==> config.mk <==
export PLATFORM = sky130hd
export DESIGN_NAME = c_comment_stripper
export DESIGN_NICKNAME = d
export VERILOG_FILES = /design/src/rtl/ccs_pkg.sv /design/src/rtl/ccs_front.sv /design/src/rtl/ccs_queue.sv /design/src/rtl/ccs_back.sv /design/src/rtl/c_comment_stripper.sv
export SDC_FILE = /design/constraint.sdc
export NUM_CORES = 1
export LEC_CHECK = 0
export BUFFER_PORTS_ARGS = -buffer_cell sky130_fd_sc_hd__buf_2
export CORE_MARGIN = 3
export CORE_UTILIZATION = 55
export DETAILED_ROUTE_END_ITERATION = 8
export GPL_TIMING_DRIVEN = 0
export MAX_ROUTING_LAYER = met4
export PLACE_DENSITY_LB_ADDON = 0.1
export SETUP_SLACK_MARGIN = 0.2
export SYNTH_ARGS = -nofsm -noshare
export SYNTH_HDL_FRONTEND = slang
export SYNTH_SLANG_ARGS = --single-unit
==> constraint.sdc <==
create_clock -name clk -period 8.9 [get_ports clk]
set_input_delay 0.89 -clock clk [delete_from_list [all_inputs] [get_ports clk]]
set_output_delay 0.89 -clock clk [all_outputs]
set_load 0.005 [all_outputs]
==> src/rtl/ccs_pkg.sv <==
`timescale 1ns / 1ps
// Shared types and constants for the C comment stripper.
// Used by every module of the block; depends on nothing.
package ccs_pkg;

  // Bytes the scanner reacts to.
  localparam logic [7:0] CharSlash = 8'h2F;
  localparam logic [7:0] CharStar  = 8'h2A;
  localparam logic [7:0] CharQuote = 8'h22;
  localparam logic [7:0] CharNl    = 8'h0A;

  // Depth of the queue between the scanner and the output side.
  localparam int QueueDepth = 4;
  localparam int QueuePtrW  = $clog2(QueueDepth);
  localparam int QueueCntW  = $clog2(QueueDepth + 1);

  // Item codes on the input.
  localparam logic OpText = 1'b0;
  localparam logic OpEnd  = 1'b1;

  // Codes carried in end_status.
  typedef enum logic [1:0] {
    ST_BYTE   = 2'd0,
    ST_CLOSED = 2'd1,
    ST_OPEN   = 2'd2
  } status_t;

  // Scanner modes, one-hot.
  typedef enum logic [5:0] {
    MODE_NORMAL = 6'b000001,
    MODE_SLASH  = 6'b000010,
    MODE_LINE   = 6'b000100,
    MODE_BLOCK  = 6'b001000,
    MODE_BSTAR  = 6'b010000,
    MODE_STRING = 6'b100000
  } mode_t;

  // One queue entry stands for all results of one input item. When dual is
  // set, a slash byte result goes out first; the final result is chr/status.
  typedef struct packed {
    logic    dual;
    logic [7:0] chr;
    status_t status;
  } entry_t;

endpackage

==> src/rtl/ccs_front.sv <==
`timescale 1ns / 1ps
// Scanner: accepts input items, tracks the comment mode and turns each item
// into at most one queue entry. Depends on ccs_pkg.
module ccs_front import ccs_pkg::*; (
  input  logic   clk,
  input  logic   rst,
  input  logic   in_valid,
  output logic   in_ready,
  input  logic   op,
  input  logic [7:0] char_in,
  output logic   push_valid,
  input  logic   push_ready,
  output entry_t push_data
);

  mode_t  mode;
  mode_t  mode_next;
  logic   emit;
  entry_t ent;
  logic   accept;

  assign in_ready   = push_ready;
  assign accept     = in_valid && in_ready;
  assign push_valid = accept && emit;
  assign push_data  = ent;

  // Next mode and the results one item causes.
  always_comb begin
    mode_next  = mode;
    emit       = 1'b0;
    ent.dual   = 1'b0;
    ent.chr    = char_in;
    ent.status = ST_BYTE;
    if (op == OpEnd) begin
      // Flush a held slash, then report whether a block comment is open.
      emit       = 1'b1;
      ent.dual   = (mode == MODE_SLASH);
      ent.chr    = 8'h00;
      ent.status = (mode == MODE_BLOCK || mode == MODE_BSTAR) ? ST_OPEN : ST_CLOSED;
      mode_next  = MODE_NORMAL;
    end else begin
      case (mode)
        MODE_SLASH: begin
          if (char_in == CharSlash) begin
            mode_next = MODE_LINE;
          end else if (char_in == CharStar) begin
            mode_next = MODE_BLOCK;
          end else begin
            emit      = 1'b1;
            ent.dual  = 1'b1;
            mode_next = (char_in == CharQuote) ? MODE_STRING : MODE_NORMAL;
          end
        end
        MODE_LINE: begin
          if (char_in == CharNl) begin
            emit      = 1'b1;
            mode_next = MODE_NORMAL;
          end
        end
        MODE_BLOCK: begin
          if (char_in == CharStar) begin
            mode_next = MODE_BSTAR;
          end else if (char_in == CharNl) begin
            emit = 1'b1;
          end
        end
        MODE_BSTAR: begin
          if (char_in == CharSlash) begin
            mode_next = MODE_NORMAL;
          end else if (char_in != CharStar) begin
            emit      = (char_in == CharNl);
            mode_next = MODE_BLOCK;
          end
        end
        MODE_STRING: begin
          emit = 1'b1;
          if (char_in == CharQuote) begin
            mode_next = MODE_NORMAL;
          end
        end
        default: begin
          // Normal text.
          if (char_in == CharSlash) begin
            mode_next = MODE_SLASH;
          end else begin
            emit      = 1'b1;
            mode_next = (char_in == CharQuote) ? MODE_STRING : MODE_NORMAL;
          end
        end
      endcase
    end
  end

  // Mode register advances on every accepted item.
  always_ff @(posedge clk) begin
    if (rst) begin
      mode <= MODE_NORMAL;
    end else if (accept) begin
      mode <= mode_next;
    end
  end

endmodule

==> src/rtl/ccs_queue.sv <==
`timescale 1ns / 1ps
// Small register queue of result entries between scanner and output side.
// Depends on ccs_pkg.
module ccs_queue import ccs_pkg::*; (
  input  logic   clk,
  input  logic   rst,
  input  logic   push_valid,
  output logic   push_ready,
  input  entry_t push_data,
  output logic   pop_valid,
  input  logic   pop_ready,
  output entry_t pop_data
);

  entry_t                slots [QueueDepth];
  logic [QueuePtrW-1:0]  wr_ptr;
  logic [QueuePtrW-1:0]  rd_ptr;
  logic [QueueCntW-1:0]  count;
  logic                  do_push;
  logic                  do_pop;

  assign push_ready = (count != QueueCntW'(QueueDepth));
  assign pop_valid  = (count != '0);
  assign pop_data   = slots[rd_ptr];
  assign do_push    = push_valid && push_ready;
  assign do_pop     = pop_valid && pop_ready;

  // Entry storage.
  always_ff @(posedge clk) begin
    if (do_push) begin
      slots[wr_ptr] <= push_data;
    end
  end

  // Pointers and fill count.
  always_ff @(posedge clk) begin
    if (rst) begin
      wr_ptr <= '0;
      rd_ptr <= '0;
      count  <= '0;
    end else begin
      if (do_push) begin
        wr_ptr <= wr_ptr + QueuePtrW'(1);
      end
      if (do_pop) begin
        rd_ptr <= rd_ptr + QueuePtrW'(1);
      end
      if (do_push && !do_pop) begin
        count <= count + QueueCntW'(1);
      end else if (do_pop && !do_push) begin
        count <= count - QueueCntW'(1);
      end
    end
  end

endmodule

==> src/rtl/ccs_back.sv <==
`timescale 1ns / 1ps
// Output side: expands queue entries into one or two results and holds each
// in an output register until the receiver takes it. Depends on ccs_pkg.
module ccs_back import ccs_pkg::*; (
  input  logic   clk,
  input  logic   rst,
  input  logic   pop_valid,
  output logic   pop_ready,
  input  entry_t pop_data,
  output logic   out_valid,
  input  logic   out_ready,
  output logic [7:0] char_out,
  output logic   is_last,
  output logic [1:0] end_status
);

  logic load;
  logic half;
  logic lead;

  // The output register can take a new result when empty or being drained.
  assign load      = !out_valid || out_ready;
  // A dual entry first sends its leading slash and stays at the queue head.
  assign lead      = pop_data.dual && !half;
  assign pop_ready = load && !lead;

  // Control: output valid and the half-done flag of a dual entry.
  always_ff @(posedge clk) begin
    if (rst) begin
      out_valid <= 1'b0;
      half      <= 1'b0;
    end else if (load) begin
      out_valid <= pop_valid;
      if (pop_valid) begin
        half <= lead;
      end
    end
  end

  // Result payload.
  always_ff @(posedge clk) begin
    if (load && pop_valid) begin
      if (lead) begin
        char_out   <= CharSlash;
        is_last    <= 1'b0;
        end_status <= ST_BYTE;
      end else begin
        char_out   <= pop_data.chr;
        is_last    <= 1'b1;
        end_status <= pop_data.status;
      end
    end
  end

endmodule

==> src/rtl/c_comment_stripper.sv <==
`timescale 1ns / 1ps
// C comment stripper top level.
// Input channel: in_valid/in_ready with op (0 text byte, 1 end marker) and
// char_in. Output channel: out_valid/out_ready with char_out, is_last and
// end_status (0 byte, 1 end with comments closed, 2 end with a block open).
// A scanner takes one input transfer per cycle while the queue has room and
// writes the results of each item as one entry into a four-entry queue; the
// output side reads the queue and presents one result per cycle from an
// output register while the receiver is ready. Each result passes through the
// queue and then the output register. Throughput: one item per cycle while
// the queue has room; an item with two results (a slash followed by ordinary
// text, or an end marker after a held slash) sends them out one at a time,
// and items with no result (comment bytes) cost nothing on the output.
// When the receiver stalls, results wait in the output register and the
// queue; once the queue is full, in_ready drops until room frees up.
// Reset (synchronous, rst high) empties the queue and output register and
// returns the scanner to normal text; no clearing pass is needed.
// Depends on ccs_pkg, ccs_front, ccs_queue and ccs_back.
module c_comment_stripper import ccs_pkg::*; (
  input  logic       clk,
  input  logic       rst,
  input  logic       in_valid,
  output logic       in_ready,
  input  logic       op,
  input  logic [7:0] char_in,
  output logic       out_valid,
  input  logic       out_ready,
  output logic [7:0] char_out,
  output logic       is_last,
  output logic [1:0] end_status
);

  logic   push_valid;
  logic   push_ready;
  entry_t push_data;
  logic   pop_valid;
  logic   pop_ready;
  entry_t pop_data;

  // Scanner.
  ccs_front u_front (
    .clk        (clk),
    .rst        (rst),
    .in_valid   (in_valid),
    .in_ready   (in_ready),
    .op         (op),
    .char_in    (char_in),
    .push_valid (push_valid),
    .push_ready (push_ready),
    .push_data  (push_data)
  );

  // Decoupling queue.
  ccs_queue u_queue (
    .clk        (clk),
    .rst        (rst),
    .push_valid (push_valid),
    .push_ready (push_ready),
    .push_data  (push_data),
    .pop_valid  (pop_valid),
    .pop_ready  (pop_ready),
    .pop_data   (pop_data)
  );

  // Output side.
  ccs_back u_back (
    .clk        (clk),
    .rst        (rst),
    .pop_valid  (pop_valid),
    .pop_ready  (pop_ready),
    .pop_data   (pop_data),
    .out_valid  (out_valid),
    .out_ready  (out_ready),
    .char_out   (char_out),
    .is_last    (is_last),
    .end_status (end_status)
  );

endmodule

==> flow_summary.yaml <==
power:
  power_per_cell_area_nw_per_um2: 250
  p_total_w: 0.000915
  power.leakage_nw: 1.27
  peakVddDrop_uv: 156
floorplan:
  core-area_um2: 5610
  floorplan.initialDensity_pct: 58.1
  placementRows: 27
  floorplan.die.width_um: 83.0
  fp.dieH_um: 83.0
  floorplan.die_area_um2: 6890
  floorplan.io_pins: 26
finish:
  antenna_cells_inserted: 0
  final_core_util_pct: 65.3
  seqCellArea_um2: 1990
  post_layout_nonfiller_instances: 347
  multi_input_comb_area_um2: 1200
  final.fill_count: 444
  drive_above_1_share_pct: 25.8
  layout_common_cells: "sky130_fd_sc_hd__edfxtp_1, sky130_fd_sc_hd__buf_2, sky130_fd_sc_hd__dfxtp_1, sky130_fd_sc_hd__nor2_1"
  mostFrequentLayoutCell: "sky130_fd_sc_hd__edfxtp_1"
  final_nets: 289
  syn_to_final_growth_pct: 12.3
min_path:
  worstHoldPathType: "register to register"
global_routing:
  use_met3_pct: 4.46
  globalRouteMet1Util_pct: 22.3
  grt_first_pass_wirelength_um: 9630
  grtUsageTotal_pct: 18.4
  grt_total_ovfl: 0
  grt_most_used_layer: "met2"
  grt_antenna_before_repair: 0
  pin_count_of_the_biggest_net_entering_global_routing: 16
  grt_use_met2_pct: 30.0
  first_global_vias: 1956
setup_path:
  crit_type: "input port to register"
  cp_cell_sequence: "buf_2 -> or4b_1 -> buf_2 -> nor3_1 -> a311oi_1 -> a31oi_4 -> ha_1 -> inv_1 -> fa_1 -> xor2_1 -> or3_1 -> a21oi_1"
  path_max_fanout: 7
  slowest_stage: "sky130_fd_sc_hd__or4b_1"
  required_ns: 9.16
  worstSetupEndpointType: "register"
  count_of_buffering_cells_on_the_critical_path_with_inverters_included: 3
  worstSetupStartpointType: "input port"
  cp_data_arrival_time_ns: 3.72
  cpMostUsedCell: "sky130_fd_sc_hd__buf_2"
  crit_path_max_incr_delay_ns: 0.50
  critical-path-top-delay-family: "simple AND/OR/NAND/NOR gates"
status:
  outcome: "finished, final reports clean"
routing:
  vias_per_cell: 5.83
  route.final.wire_length_um: 5800
  drc_errors: 0
  drt-wirelength-per-cell_um: 16.7
  num_vias: 2024
  firstDrtPassIters: 4
  drtIter0Drc: 135
  drt.antenna.violating_nets: 0
clock_tree:
  path_clk_slew_ns: 0.08
  clock_tree.root_cell: "sky130_fd_sc_hd__clkbuf_8"
  cts_tree: "yes"
  htree_levels: 3
  cts_buffer_depth: 2
  numClockSinks: 72
  cts_made_buffers: 9
  ctsHoldBuffers: 0
  cts_post_setup_buffers_inserted: 0
  postCtsResizedCells: 0
  worst_skew_pair.late_latency_ns: 0.33
sta:
  final_total_negative_setup_slack_ns: 0
  max-slew-margin-rel_pct: 45.2
  setup_violations: 0
  rsz0062_at_grt: "no"
  final_period_minus_worst_setup_slack_ns: 3.46
  final.period_utilization_pct: 38.9
  timing_hold_violations_final: 0
  post-route-worst-setup-slack_ns: 5.44
  final_max_slew_viol_count: 0
  finClkSkew_ns: 0.00934
  max_freq_ghz: 0.289
  tightestPinTransition_ns: 0.823
placement:
  place.port_buffers: 24
  placed_cells_incl_taps: 330
  dp_worst_setup_slack_ns: 5.07
  dp.final_hpwl_um: 4250
  gp_congestion: 0.928
logic_synthesis:
  post_synthesis_area_per_instance_um2: 13.9
  mapped_area_um2: 3260
  yosysSeqAreaShare_pct: 61.1
  asyncSetResetFlopFracSynth_pct: 0
  main_flop_type_after_synthesis: "sky130_fd_sc_hd__edfxtp_1"
  synth-seq-cells: 72
  synth_enable_flop_cells: 55
  synth.net_count: 253
  yosys_warnings: 0
  number_of_distinct_library_cells_after_synthesis: 52
  gate_count_post_synth: 234
job:
  drv_cap: 0
## synth_stat cells (4+ instances only)
| library cell | number | area share (%) |
|---|---|---|
| sky130_fd_sc_hd__edfxtp_1 | 55 | 51 |
| sky130_fd_sc_hd__or3_1 | 4 | 0.77 |
| sky130_fd_sc_hd__or2_2 | 8 | 1.5 |
| sky130_fd_sc_hd__xor2_1 | 4 | 1.1 |
| sky130_fd_sc_hd__nor3_1 | 7 | 1.1 |
| sky130_fd_sc_hd__ha_1 | 5 | 1.9 |
| sky130_fd_sc_hd__a21oi_1 | 5 | 0.77 |
| sky130_fd_sc_hd__and2_1 | 10 | 1.9 |
| sky130_fd_sc_hd__nand2b_1 | 4 | 0.77 |
| sky130_fd_sc_hd__or3b_2 | 4 | 1.1 |
| sky130_fd_sc_hd__mux2i_1 | 4 | 1.2 |
| sky130_fd_sc_hd__dfxtp_1 | 17 | 10 |
| sky130_fd_sc_hd__nand2_1 | 11 | 1.3 |
| sky130_fd_sc_hd__mux4_2 | 11 | 7.6 |
| sky130_fd_sc_hd__nor2b_1 | 9 | 1.7 |
| sky130_fd_sc_hd__nand3_1 | 6 | 0.92 |
| sky130_fd_sc_hd__nor2_1 | 13 | 1.5 |
| sky130_fd_sc_hd__clkbuf_1 | 6 | 0.69 |
| sky130_fd_sc_hd__inv_1 | 9 | 1.0 |
## power breakdown
group          internal, W  switching (W)  total [W]  leakage (nW)
sequential        0.000439      0.0000221   0.000461         0.654
clock             0.000118       0.000115   0.000234        0.0955
combinational     0.000106       0.000115   0.000221         0.520
total             0.000663       0.000252   0.000915          1.27
## area by class of cell
class                      count  share of cell area, %
sequential                    72                   54.4
multi-input combinational    145                   32.8
clock buffer                  12                   4.27
timing repair buffer          25                   3.49
tap                           72                   2.46
inverter                       9                  0.923
buffer                         8                  0.854
clock inverter                 4                  0.752
## sequential cells by signal, indices dropped and copies added (netlist names), named ones only
name,count
u_queue.count,3
u_back.is_last,1
u_queue.wr_ptr,2
u_queue.rd_ptr,2
u_front.mode,6
u_queue.slots,44
u_back.out_valid,1
u_back.end_status,2
u_back.half,1
u_back.char_out,8
## path summary, 6_finish.rpt
path | start | to | slack (ns) | cells past startpoint
hold reg to reg | u_back.out_valid | u_back.out_valid | 0.47 | 2
setup reg to reg | u_front.mode[2] | u_queue.count[2] | 5.59 | 11
setup / recovery | char_in[4] | u_queue.count[2] | 5.44 | 12
hold / removal | u_back.out_valid | u_back.out_valid | 0.47 | 2
## metal layers
| metal | vias to the layer above | part of all wire [%] |
|---|---|---|
| li1 | 964 | - |
| met3 | 8 | 4.5 |
| met1 | 983 | 42 |
| met4 | 0 | 1.6 |
| met5 | - | 0 |
| met2 | 69 | 51 |
## stage by stage
| stage | cell area [um^2] | hold WS (ns) |
|---|---|---|
| 4_1_cts | 3650 | 0.470 |
| 3_5_place_dp | 3470 | 0.460 |
| 5_1_grt | 3660 | 0.514 |
| 2_1_floorplan | 3260 | 0.461 |
| 6_report | 3660 | 0.466 |
| 3_3_place_gp | 3470 | 0.453 |
## tightest hold or removal path: stages (launching register included)
cell                      delay [ns]
sky130_fd_sc_hd__dfxtp_1        0.32
sky130_fd_sc_hd__nand2_1        0.05
sky130_fd_sc_hd__a21oi_1        0.05
## kinds of logic (layout without fill, tap and decap cells)
family / count (synthesis) / count (layout) / share of synthesized area (%)
multiplexers: 17 / 17 / 9.64
flip-flops: 72 / 72 / 61.1
AND/OR/NAND/NOR: 88 / 88 / 15.7
buffers and inverters: 17 / 58 / 2.00
adder cells (fa/ha/maj): 6 / 6 / 2.53
XOR/XNOR: 6 / 6 / 1.61
AO/OA/AOI/OAI: 28 / 28 / 7.45
Power figures use the tool's default switching activity.
